File: src/design/pdp_pkg.sv
`timescale 1ns / 1ps

package pdp_pkg;

  localparam int unsigned TimeWidthDefault = 64;
  localparam int unsigned NowWidth         = 64;
  localparam int unsigned IvlWidth         = 30;
  localparam int unsigned OutDataWidth     = 168;
  localparam int unsigned CfgAddrWidth     = 3;
  localparam int unsigned CfgDataWidth     = 32;

  // register index of target_interval_ns
  localparam logic [0:0] RegTargetInterval = 1'b0;

  // tolerance = max(TolFloor, floor(ivl * 3 / 100)); the /100 is a reciprocal multiply
  localparam int unsigned TolWidth   = 26;
  localparam logic [TolWidth-1:0] TolFloor = TolWidth'(250000);
  localparam logic [1:0]  TolPct     = 2'd3;
  localparam int unsigned TolXWidth  = 32;
  localparam int unsigned RecipWidth = 33;
  localparam logic [RecipWidth-1:0] TolRecip = 33'd5497558139;
  localparam int unsigned RecipShift = 39;
  localparam int unsigned ProdWidth  = TolXWidth + RecipWidth;
  localparam int unsigned GapShift   = 2;

  localparam int unsigned StepWidth = 5;

  typedef enum logic [3:0] {
    OpNone,
    OpLoadNow,
    OpClear,
    OpObserve,
    OpTolMul,
    OpTolSet,
    OpFlags,
    OpEarly,
    OpDivInit,
    OpDivStep,
    OpLateSet,
    OpFirst,
    OpBack,
    OpGap,
    OpEmit
  } pdp_op_e;

  typedef enum logic [3:0] {
    CondNever,
    CondAlways,
    CondNoInput,
    CondIvlZero,
    CondFirst,
    CondBackward,
    CondGap,
    CondLate,
    CondDivMore,
    CondOutBusy
  } pdp_cond_e;

  typedef struct packed {
    pdp_op_e                op;
    pdp_cond_e              cond;
    logic [StepWidth-1:0]   target;
  } ucode_t;

  typedef struct packed {
    logic init;
    logic step;
  } div_ctrl_t;

  localparam logic [StepWidth-1:0] StepFetch     = 5'd0;
  localparam logic [StepWidth-1:0] StepCheck     = 5'd1;
  localparam logic [StepWidth-1:0] StepTestFirst = 5'd2;
  localparam logic [StepWidth-1:0] StepTestBack  = 5'd3;
  localparam logic [StepWidth-1:0] StepObserve   = 5'd4;
  localparam logic [StepWidth-1:0] StepTestGap   = 5'd5;
  localparam logic [StepWidth-1:0] StepTolMul    = 5'd6;
  localparam logic [StepWidth-1:0] StepTolSet    = 5'd7;
  localparam logic [StepWidth-1:0] StepFlags     = 5'd8;
  localparam logic [StepWidth-1:0] StepEarly     = 5'd9;
  localparam logic [StepWidth-1:0] StepDivInit   = 5'd10;
  localparam logic [StepWidth-1:0] StepDivStep   = 5'd11;
  localparam logic [StepWidth-1:0] StepLateSet   = 5'd12;
  localparam logic [StepWidth-1:0] StepFirst     = 5'd13;
  localparam logic [StepWidth-1:0] StepBack      = 5'd14;
  localparam logic [StepWidth-1:0] StepGap       = 5'd15;
  localparam logic [StepWidth-1:0] StepEmit      = 5'd16;
  localparam logic [StepWidth-1:0] StepLast      = StepEmit;

  // control store: jump to target when the condition holds, else fall through
  function automatic ucode_t ucode_rom(logic [StepWidth-1:0] pc);
    ucode_t w;
    case (pc)
      StepFetch:     w = '{OpLoadNow, CondNoInput,  StepFetch};
      StepCheck:     w = '{OpClear,   CondIvlZero,  StepEmit};
      StepTestFirst: w = '{OpNone,    CondFirst,    StepFirst};
      StepTestBack:  w = '{OpNone,    CondBackward, StepBack};
      StepObserve:   w = '{OpObserve, CondNever,    StepFetch};
      StepTestGap:   w = '{OpNone,    CondGap,      StepGap};
      StepTolMul:    w = '{OpTolMul,  CondNever,    StepFetch};
      StepTolSet:    w = '{OpTolSet,  CondNever,    StepFetch};
      StepFlags:     w = '{OpFlags,   CondLate,     StepDivInit};
      StepEarly:     w = '{OpEarly,   CondAlways,   StepEmit};
      StepDivInit:   w = '{OpDivInit, CondNever,    StepFetch};
      StepDivStep:   w = '{OpDivStep, CondDivMore,  StepDivStep};
      StepLateSet:   w = '{OpLateSet, CondAlways,   StepEmit};
      StepFirst:     w = '{OpFirst,   CondAlways,   StepEmit};
      StepBack:      w = '{OpBack,    CondAlways,   StepEmit};
      StepGap:       w = '{OpGap,     CondNever,    StepFetch};
      StepEmit:      w = '{OpEmit,    CondOutBusy,  StepEmit};
      default:       w = '{OpNone,    CondAlways,   StepFetch};
    endcase
    return w;
  endfunction

endpackage

File: src/design/pdp_rem_unit.sv
`timescale 1ns / 1ps

// Restoring remainder, one dividend bit per step, MSB first.
module pdp_rem_unit #(
  parameter int unsigned TIME_WIDTH = pdp_pkg::TimeWidthDefault
) (
  input  logic                          clk_i,
  input  logic                          rst_ni,
  input  pdp_pkg::div_ctrl_t            ctrl_i,
  input  logic [TIME_WIDTH-1:0]         dividend_i,
  input  logic [pdp_pkg::IvlWidth-1:0]  divisor_i,
  output logic [pdp_pkg::IvlWidth-1:0]  rem_o,
  output logic                          more_o
);

  localparam int unsigned CntWidth = $clog2(TIME_WIDTH + 1);
  localparam int unsigned IW       = pdp_pkg::IvlWidth;

  logic [TIME_WIDTH-1:0] dvd_q, dvd_d;
  logic [IW-1:0]         rem_q, rem_d;
  logic [CntWidth-1:0]   cnt_q, cnt_d;
  logic [IW:0]           trial;

  assign trial = {rem_q, dvd_q[TIME_WIDTH-1]};

  always_comb begin
    dvd_d = dvd_q;
    rem_d = rem_q;
    cnt_d = cnt_q;
    if (ctrl_i.init) begin
      dvd_d = dividend_i;
      rem_d = '0;
      cnt_d = CntWidth'(TIME_WIDTH);
    end else if (ctrl_i.step) begin
      dvd_d = {dvd_q[TIME_WIDTH-2:0], 1'b0};
      cnt_d = cnt_q - CntWidth'(1);
      if (trial >= {1'b0, divisor_i}) begin
        rem_d = IW'(trial - {1'b0, divisor_i});
      end else begin
        rem_d = IW'(trial);
      end
    end
  end

  always_ff @(posedge clk_i or negedge rst_ni) begin
    if (!rst_ni) begin
      cnt_q <= '0;
    end else begin
      cnt_q <= cnt_d;
    end
  end

  always_ff @(posedge clk_i) begin
    dvd_q <= dvd_d;
    rem_q <= rem_d;
  end

  assign rem_o  = rem_q;
  assign more_o = (cnt_q != CntWidth'(1));

endmodule

File: config.mk
export PLATFORM = sky130hd
export DESIGN_NAME = pdp_rem_unit
export DESIGN_NICKNAME = d
export VERILOG_FILES = /design/src/design/pdp_pkg.sv /design/src/design/pdp_rem_unit.sv
export SDC_FILE = /design/constraint.sdc
export NUM_CORES = 1
export LEC_CHECK = 0
export BUFFER_PORTS_ARGS = -buffer_cell sky130_fd_sc_hd__buf_4
export CORE_AREA = 4 4 109 111
export DETAILED_ROUTE_END_ITERATION = 10
export DIE_AREA = 0 0 113 115
export PLACE_DENSITY_LB_ADDON = 0.2
export SKIP_LAST_GASP = 1
export SYNTH_ARGS = -nofsm -noshare
export SYNTH_HDL_FRONTEND = slang
export SYNTH_SLANG_ARGS = --single-unit
export TNS_END_PERCENT = 20
File: constraint.sdc
create_clock -name clk_i -period 7.5 [get_ports clk_i]
set_input_delay 1.5 -clock clk_i [delete_from_list [all_inputs] [get_ports clk_i]]
set_output_delay 1.5 -clock clk_i [all_outputs]
set_load 0.03 [all_outputs]
* Yosys cells after proc, flatten, opt, wreduce, memory -nomap -nowiden *
Cells that the tools add are included.

word-level totals
  flip-flop bits (word level) = 101
  bits of input ports = 98
  output and inout bits = 31
  word-level logic and storage cells = 13

cells by class
  $add $sub $neg = 2
  magnitude comparators = 1
  equality and inequality tests = 1
  multiplexer cells = 5
  reduce and logical (&&, ||, !) cells = 1

operator list
  kind                   number
  $mux W64               2
  $ge A31 B30 Y1         1
  $mux W30               1
  $sub A30 B30 Y30       1
  $mux W7                2
  $ne A7 B1 Y1 const B   1
  $sub A7 B1 Y7 const B  1
  $reduce_bool A2 Y1     1

* Longest topological paths before layout *
Gate-level depths: netlist (run 1).

  depth in word-level cells = 3
  depth in mapped cells = 13
  gate-level depth less buffers = 12

* Worst setup path before layout (run 1) *
No wires, ideal clock.

  path kind = in2reg
  from = input divisor_i[8] (netlist name)
  to = register rem_q[29] (netlist: rem_o[29])
  arrival time = 3539 ps
  slack = 3857 ps
  stages = 10
  path buffers = 0
  cells stage by stage = inv_1 > ha_1 > a21oi_1 > o221ai_1 > a21oi_1 > a31oi_2 > a21bo_2 > a41o_1 > and3_1 > a2111oi_2

on the way
  longest elaborated chain between the ends = 2

RTL lines
  what                                                line                                    source
  start: declaration                                  pdp_rem_unit.sv:11                      input logic [pdp_pkg::IvlWidth-1:0] divisor_i,
  $sub A30 B30 Y30 or $ge A31 B30 Y1 (tied branches)  pdp_rem_unit.sv:38, pdp_rem_unit.sv:37
  $mux W30 *                                          pdp_rem_unit.sv:37                      if (trial >= {1'b0, divisor_i}) begin
  end signal: assignment                              pdp_rem_unit.sv:55                      rem_q <= rem_d;
  end: declaration                                    pdp_rem_unit.sv:20                      logic [IW-1:0] rem_q, rem_d;

Every way passes the cells marked *; elsewhere a longest branch is shown, timed or not.
A chain may end at the register's enable or synchronous reset.

* Worst setup path after layout (run 1) *
  from = input divisor_i[6] (netlist name)
  to = register rem_q[29] (netlist: rem_o[29])

The elaborated chain is that of the path after synthesis.

==> metrics.md, run 1 <==
| Metric | Value |
|---|---|
| Final WS setup | 3.44 ns |
| Layout area overhead | 19.6% |
| Layout cells sized above 1 | 31.9% |
| Final TNS setup | 0 ns |
| Final non-filler cell total | 848 |
| RSZ-0062 raised after global routing | false |
| Initial Util | 56.8% |
| Max VDD drop | 176 uV |
| Total track usage | 21.0% |
| Crit. End Element | register |
| Endpoints failing hold | 0 |
| Mapped Area | 6130 um^2 |
| First DRT Iteration DRCs | 308 |
| Worst hold-check path type | reg -> reg |
| Max-cap violation count | 0 |
| Die H | 115 um |
| Crit Path Class | in -> reg |
| Post-CTS Repair Setup Buffers | 0 |
| Die ar. | 13000 um^2 |
| Sequential element share of the synthesized area | 44.0% |
| Hold-fix buffers at CTS | 0 |
| Die Wd | 113 um |
| Routed Wire Length | 13.9 mm |
| Top Ports | 129 |
| Top cells by area, synth | edfxtp_1, mux2_2, dfxtp_1, ha_1, nor2_1 |
| Yosys warns | 0 |
| Via/cell ratio | 5.73 |
| Crit path DAT | 4.36 ns |
| Type of origin of the critical path | primary input |
| Worst-skew pair later-pin latency | 0.38 ns |
| Antenna Nets Post-Route | 0 |
| Post-synthesis cell count | 592 |
| GRT overflow | 0 |
| Crit Path Max Fanout | 40 |
| Cells after DPL | 832 |
| First-pass GRT wire length | 22.2 mm |
| Post-CTS Resized | 0 |
| Clock skew after layout | 0.0159 ns |
| Largest net degree at the start of global routing | 68 |
| DP HPWL | 10.1 mm |
| Worst path max stage delay | 0.47 ns |
| Worst path most repeated cell | a21oi_1 |
| Crit path required time | 7.79 ns |
| Vias in the first global route | 4726 |
| Slowest-stage cell, CP | o41a_4 |
| Main synth FF type | edfxtp_1 |
| CP bufs+invs | 3 |
| Flop and latch count out of synthesis | 101 |
| Fillers | 875 |
| Commonest non-fill, non-tap cell in the layout | buf_4 |
| Critical-path cell list | buf_4 > inv_1 > ha_1 > a21oi_1 > nand2_1 > nor4_2 > o31ai_4 > a21oi_1 > o41a_4 > clkinv_4 > and3_1 > a2111oi_2 |
| Top cell type's share of synthesized area | 31.3% |
| Syn nets | 723 |
| Max-slew headroom | 47.3% |
| Total power draw | 1.53 mW |
| GPL Wtd Cong | 0.990 |
| Num Clock Sinks | 101 |
| FP Rows | 38 |
| Drc violations | 0 |
| Distinct cells, synth | 64 |
| I/O Buffers | 128 |
| Number of synthesized flops with an enable pin | 64 |
| DR WL/cell | 16.4 um |
| Asr flop ratio synth | 6.93% |
| Fmax | 246 MHz |
| H-tree depth | 3 |
| Outcome | finished, final reports clean |
| Hold slack | 0.527 ns |
| Num CTS Buffers | 9 |
| First-pass iteration count of the detailed router | 5 |
| Leakage | 3.14 nW |
| CTS Root Cell | clkbuf_8 |
| Power density cells | 208 nW/um^2 |
| CP delay by family, top | compound AO/OA/AOI/OAI gates |
| DP Worst Slack | 3.08 ns |
| Nets | 834 |
| CTS tree | yes |
| Max clock buf depth | 2 |
| Final period utilization | 54.2% |
| Core area | 10800 um^2 |
| Count of final setup violators | 0 |
| Antenna violations before repair | 0 |
| Synth area leader | edfxtp_1 |
| Worst-margin pin slew | 0.791 ns |
| Clock-pin slew on the worst setup and hold paths | 0.10 ns |
| Via count | 4858 |
| Commonest non-fill, non-tap cells in the layout | buf_4, nor2_1, edfxtp_1 |
| ANT cells | 0 |
| Slew Limit Fails | 0 |
| Minimum clock period | 4.06 ns |
| Synthesized area per cell | 10.4 um^2 |
==> through the flow <==
| step | utilization (%) | area [um^2] |
|---|---|---|
| after floorplan | - | 6130 |
| after global placement | 66.0 | 7130 |
| after detailed placement | 66.0 | 7130 |
| after CTS | 67.9 | 7330 |
| after global routing | 67.9 | 7330 |
| final | 67.9 | 7330 |
==> cell type report <==
cell class	count	area, um^2	share of cell area, %
timing repair buffer	130	976	13.3
tap	140	175	2.39
sequential	101	2700	36.8
clock buffer	9	124	1.69
multi-input combinational	417	3110	42.4
inverter	44	170	2.32
clock inverter	7	82.6	1.13
==> metal layers <==
metal | share of wire, % | track usage, %
met1 | 46 | 27.8
met2 | 47 | 34.6
met3 | 5.6 | 4.00
met4 | 1.6 | 7.69
met5 | 0 | 0
==> worst register-to-register path, cell delays in order, from the launching register on <==
cell and delay, ns:
dfxtp_1 0.35, ha_1 0.39, a21oi_1 0.31, nand2_1 0.11
nor4_2 0.31, o31ai_4 0.13, a21oi_1 0.23, o41a_4 0.47
clkinv_4 0.24, and3_1 0.24, a2111oi_2 0.31
==> logic make-up after synthesis <==
logic type      synth area share [%]
compound gates                  14.1
xor+xnor                        4.43
fa+ha+maj                       6.86
buf+inv                         5.33
flops                           44.0
mux                             13.4
simple gates                    11.9
==> registers in the layout (all words and copies together) (netlist names) <==
register	cells
cnt_q	7
rem_o	30
dvd_q	64
==> path summary, 6_finish.rpt <==
path                             endpoint  depth (start not counted)    startpoint  slack (ns)
worst min-delay path             rem_o[3]                          2      rem_o[3]        0.53
worst min register to register   rem_o[3]                          2      rem_o[3]        0.53
max in group asynchronous        cnt_q[3]                          1        rst_ni        6.48
worst max register to register  rem_o[29]                         10      rem_o[5]        4.33
worst max-delay path            rem_o[29]                         12  divisor_i[6]        3.44
min in group asynchronous        cnt_q[1]                          1        rst_ni        0.90
==> Yosys cell counts (all sizes together) (2+ instances only) <==
master	instances
clkbuf	17
nand3b	3
o21bai	3
a311oi	3
a21o	6
edfxtp	64
xnor2	21
nor2	64
xor2	10
nor3	11
o211a	2
mux2i	11
inv	43
a21oi	46
ha	32
a21boi	2
buf	13
o31ai	4
and3	3
nand2	34
dfrtp	7
nor2b	7
o221ai	2
a31oi	6
and2	2
nand4	6
nor4	5
o21ai	12
a211oi	26
nand2b	6
o2111ai	2
mux2	63
dfxtp	30
nand3	9
==> power by group <==
| group | internal [mW] | switching, mW | leakage [nW] | total (mW) |
|---|---|---|---|---|
| registers | 0.659 | 0.0349 | 0.990 | 0.694 |
| logic | 0.209 | 0.261 | 2.05 | 0.470 |
| clock network | 0.159 | 0.205 | 0.103 | 0.365 |
Note: power is estimated with default switching activity, not from simulation.
==> run 2: changes to the inputs <==
- CORE_AREA: 4 4 109 111 -> 4 4 110 112
- DIE_AREA: 0 0 113 115 -> 0 0 114 116
- clock period: 7.5 -> 4.1 ns (I/O delays scaled with it)
==> run 2 against run 1 <==
Compared with the run above:
- die area is 1.8% higher
- highest routed layer unchanged
- worst hold slack worse by 0.25 ns
- combinational power is 83% higher
- sequential share of layout area is 0.54 points lower
- first-iteration DRC count is 33% lower
==> metrics.md, run 2 (synthesis gave the netlist of run 1 again) <==
| Metric | Value |
|---|---|
| Outcome | finished, final reports clean |
| Die Wd | 114 um |
| Top Ports | 129 |
| CTS Root Cell | clkbuf_16 |
| DR WL/cell | 16.3 um |
| Nets | 836 |
| FP Rows | 39 |
| Switching Power | 0.932 mW |
| First-pass GRT wire length | 22.3 mm |
| Worst-margin pin slew | 0.703 ns |
| Die H | 116 um |
| Crit. End Element | register |
| Drc violations | 0 |
| Crit Path Class | in -> reg |
| Largest net degree at the start of global routing | 67 |
| Worst-skew pair later-pin latency | 0.35 ns |
| GPL Wtd Cong | 0.939 |
| Worst hold-check path type | in -> async |
| Die ar. | 13200 um^2 |
| Max-slew headroom | 53.1% |
| Hold-fix buffers at CTS | 0 |
| Vias in the first global route | 4714 |
| Critical-path cell list | buf_4 > inv_1 > ha_1 > nand3_1 > a21oi_2 > nor4_2 > o31ai_4 > a21oi_1 > o41a_4 > buf_4 > nor3_2 > a21oi_1 > a211oi_2 |
| Minimum clock period | 3.19 ns |
| Total power draw | 2.94 mW |
| First DRT Iteration DRCs | 207 |
| Via/cell ratio | 5.59 |
| Comb power frac | 29.2% |
| Max-cap violation count | 0 |
| Slowest-stage cell, CP | o41a_4 |
| Core area | 11200 um^2 |
| Fmax | 313 MHz |
| Layout area overhead | 21.4% |
| Clock-pin slew on the worst setup and hold paths | 0.07 ns |
| Leakage | 3.18 nW |
| Max reg flops | 64 |
| Crit path required time | 4.35 ns |
| Crit path DAT | 3.45 ns |
| Type of origin of the critical path | primary input |
| Slew Limit Fails | 0 |
| Sw frac | 31.6% |
| CP bufs+invs | 3 |
| Endpoints failing hold | 0 |
| Via count | 4771 |
| CTS tree | yes |
| First-pass iteration count of the detailed router | 4 |
| DP HPWL | 10.3 mm |
| Post-CTS Repair Setup Buffers | 0 |
| I/O Buffers | 128 |
| Count of final setup violators | 0 |
| Worst path max stage delay | 0.48 ns |
| Final TNS setup | 0 ns |
| H-tree depth | 3 |
| Sequential share of power | 43.2% |
| Clk pwr share | 27.6% |
| CP delay by family, top | compound AO/OA/AOI/OAI gates |
| ANT cells | 0 |
| Largest Register | dvd_q |
| Routed Wire Length | 13.9 mm |
| Antenna Nets Post-Route | 0 |
| Max VDD drop | 220 uV |
| Commonest non-fill, non-tap cell in the layout | buf_4 |
| RSZ-0062 raised after global routing | false |
| Final period utilization | 77.9% |
| Num Clock Sinks | 101 |
| Post-CTS Resized | 0 |
| Power density cells | 396 nW/um^2 |
| Max clock buf depth | 2 |
| Clock skew after layout | 0.0108 ns |
| Crit Path Max Fanout | 25 |
| Total track usage | 20.9% |
| Num CTS Buffers | 9 |
| Layout cells sized above 1 | 32.0% |
| Commonest non-fill, non-tap cells in the layout | buf_4, nor2_1, edfxtp_1 |
| Antenna violations before repair | 0 |
| Initial Util | 54.6% |
| Internal | 2.01 mW |
| GRT overflow | 0 |
run 2: path summary, 6_finish.rpt:
| path | cells after the start | slack (ns) | from | endpoint |
|---|---|---|---|---|
| min in group clk_i | 2 | 0.52 | rem_o[3] | rem_o[3] |
| max in group asynchronous | 1 | 3.71 | rst_ni | cnt_q[2] |
| min | 1 | 0.27 | rst_ni | cnt_q[6] |
| max | 13 | 0.91 | divisor_i[3] | rem_o[2] |
| max reg2reg | 11 | 1.13 | rem_o[2] | rem_o[2] |
| min reg2reg | 2 | 0.52 | rem_o[3] | rem_o[3] |
run 2: power by group through the flow:
| stage | clock [mW] | sequential, mW | combinational [mW] |
|---|---|---|---|
| global route | 0.876 | 1.28 | 0.951 |
| global placement | 0 | 1.29 | 0.834 |
| floorplan | 0 | 1.34 | 0.576 |
| finish | 0.813 | 1.27 | 0.860 |
| detailed placement | 0 | 1.29 | 0.853 |
| CTS | 0.831 | 1.27 | 0.861 |
run 2: area by class of cell:
type,instances,area (um^2)
Sequential cell,101,2700
Inverter,44,170
Multi-Input combinational cell,417,3110
Tap cell,143,179
Clock buffer,9,225
Fill cell,906,3780
Timing Repair Buffer,132,1000
Clock inverter,7,60.1
run 2: worst register-to-register path, stage by stage, from the launching register on:
cell and delay, ns:
dfxtp_1 0.35, ha_1 0.41, nand3_1 0.12, a21oi_2 0.19, nor4_2 0.10, o31ai_4 0.31, a21oi_1 0.15, o41a_4 0.48
buf_4 0.26, nor3_2 0.19, a21oi_1 0.07, a211oi_2 0.24
run 2: per-stage QoR:
stage / hold slack, ns / utilization, % / worst slack (ns) / area, um^2 / cells
after CTS: 0.264 / 66.3 / 0.920 / 7440 / 853
after global routing: 0.262 / 66.3 / 0.707 / 7440 / 853
after detailed placement: 0.502 / 63.8 / 0.606 / 7160 / 837
after floorplan: 0.478 / - / 1.14 / 6130 / 592
after global placement: 0.502 / 63.8 / 0.741 / 7160 / 837
final: 0.275 / 66.3 / 0.907 / 7440 / 853
run 2: per-layer routing:
metal / global-route usage, % / up-vias / share of wire (%)
met5: 0 / - / 0
met4: 7.13 / 0 / 1.4
met3: 3.50 / 20 / 6.0
met2: 33.6 / 134 / 46
met1: 28.8 / 2244 / 46
li1: - / 2373 / -
==> run 3: changes to the inputs <==
- clock period: 4.1 -> 3.34 ns (I/O delays scaled with it)
==> run 3 against run 2 <==
Compared with the run above:
- largest power group unchanged
- highest routed layer unchanged
- worst setup slack worse by 0.47 ns
- non-clock buffer count grew 3
- die area did not move
- critical path depth down 1
- sequential share of layout area is 0.079 points lower
- total power up 23%
- sequential power increased by 23%
==> metrics.md, run 3 (synthesis gave the netlist of run 1 again) <==
| Metric | Value |
|---|---|
| Outcome | finished, final reports clean |
| Worst hold-check path type | in -> async |
| ANT cells | 0 |
| I/O Buffers | 128 |
| Leakage | 3.20 nW |
| Clock-pin slew on the worst setup and hold paths | 0.07 ns |
| R2r setup slk | 0.54 ns |
| Crit. End Element | register |
| CP bufs+invs | 3 |
| First-pass iteration count of the detailed router | 4 |
| Total power draw | 3.61 mW |
| Num Clock Sinks | 101 |
| Max-slew headroom | 56.7% |
| Nets | 839 |
| Max reg flops | 64 |
| Commonest non-fill, non-tap cell in the layout | buf_4 |
| Fillers | 919 |
| Crit path DAT | 3.15 ns |
| Max VDD drop | 261 uV |
| Largest Register | dvd_q |
| Commonest non-fill, non-tap cells in the layout | buf_4, nor2_1, edfxtp_1 |
| GRT overflow | 0 |
| Hold-fix buffers at CTS | 0 |
| Final period utilization | 87.0% |
| Total track usage | 20.7% |
| Post-CTS Resized | 0 |
| GPL Wtd Cong | 0.915 |
| Crit Path Max Fanout | 11 |
| Critical-path cell list | buf_4 > inv_1 > ha_1 > a21oi_1 > nand2_1 > nor4_2 > o31ai_4 > a21oi_1 > o41a_4 > clkinv_4 > and3_1 > a2111oi_2 |
| Antenna violations before repair | 0 |
| CTS Root Cell | clkbuf_16 |
| CTS tree | yes |
| Die Wd | 114 um |
| Crit Path Class | in -> reg |
| Vias in the first global route | 4619 |
| CP delay by family, top | compound AO/OA/AOI/OAI gates |
| Post-CTS Repair Setup Buffers | 0 |
| First-pass GRT wire length | 22.0 mm |
| Die ar. | 13200 um^2 |
| Worst path most repeated cell | a21oi_1 |
| DR WL/cell | 16.2 um |
| Via/cell ratio | 5.63 |
| Layout cells sized above 1 | 32.1% |
| Drc violations | 0 |
| FP Rows | 39 |
| Clock skew after layout | 0.0105 ns |
| Final TNS setup | 0 ns |
| Crit path required time | 3.58 ns |
| H-tree depth | 3 |
| Minimum clock period | 2.91 ns |
| Power density cells | 484 nW/um^2 |
| First DRT Iteration DRCs | 339 |
| Num CTS Buffers | 9 |
| Fmax | 344 MHz |
| Layout area overhead | 21.7% |
| Slowest-stage cell, CP | ha_1 |
| Via count | 4816 |
| Largest net degree at the start of global routing | 104 |
| Crit path from | divisor_i[6] |
| Worst-margin pin slew | 0.650 ns |
| Max clock buf depth | 2 |
| Antenna Nets Post-Route | 0 |
| Count of final setup violators | 0 |
| Max-cap violation count | 0 |
| Top Ports | 129 |
| Worst-skew pair later-pin latency | 0.35 ns |
| DP HPWL | 10.3 mm |
| RSZ-0062 raised after global routing | false |
| Core area | 11200 um^2 |
| Worst path max stage delay | 0.36 ns |
| Slew Limit Fails | 0 |
| Type of origin of the critical path | primary input |
| Initial Util | 54.6% |
| Endpoints failing hold | 0 |
| Routed Wire Length | 13.9 mm |
| Die H | 116 um |
| FF-to-FF Start | dvd_q[63] |
==> run 3: routing by layer <==
metal	up-vias	track usage (%)	part of all wire, %
li1	2380	-	-
met2	137	33.3	47
met5	-	0	0
met1	2287	28.3	46
met3	12	4.96	6.4
met4	0	4.99	1.1
==> run 3: stage by stage <==
stage	setup slack, ns	cell area [um^2]	instances	hold slack [ns]	utilization (%)
finish	0.433	7460	856	0.119	66.5
global route	0.206	7460	856	0.107	66.5
CTS	0.453	7460	856	0.114	66.5
detailed placement	0.108	7180	840	0.483	64.0
global placement	0.214	7180	840	0.482	64.0
floorplan	0.529	6130	592	0.372	-
==> run 3: path summary, 6_finish.rpt <==
check	cells past startpoint	end
setup / recovery	12	rem_o[29]
hold / removal	1	cnt_q[0]
setup reg to reg	12	rem_o[22]
hold reg to reg	2	rem_o[14]
max in group asynchronous	1	cnt_q[3]
min in group clk_i	2	rem_o[14]
==> run 3: cell type report <==
cell class	count	area, um^2	area share [%]
Clock buffer	10	229	3.07
Multi-Input combinational cell	417	3110	41.7
Tap cell	143	179	2.40
Sequential cell	101	2700	36.2
Timing Repair Buffer	135	1030	13.8
Clock inverter	6	50.0	0.671
Inverter	44	170	2.28
==> run 3: power breakdown <==
group / switching [mW] / total [mW] / internal, mW
registers: 0.0761 / 1.56 / 1.48
logic: 0.584 / 1.06 / 0.481
clock network: 0.479 / 0.991 / 0.513
==> run 3: worst reg2reg max path: stages (launching register included) <==
cell and delay (ns):
edfxtp_1 0.40, inv_1 0.07, ha_1 0.17, fa_1 0.21
nor2b_1 0.07, o2111ai_1 0.22, a21oi_1 0.13, nor3_1 0.40
nor4_1 0.13, o31a_1 0.32, o21ai_0 0.16, o311ai_1 0.13
a311oi_1 0.31
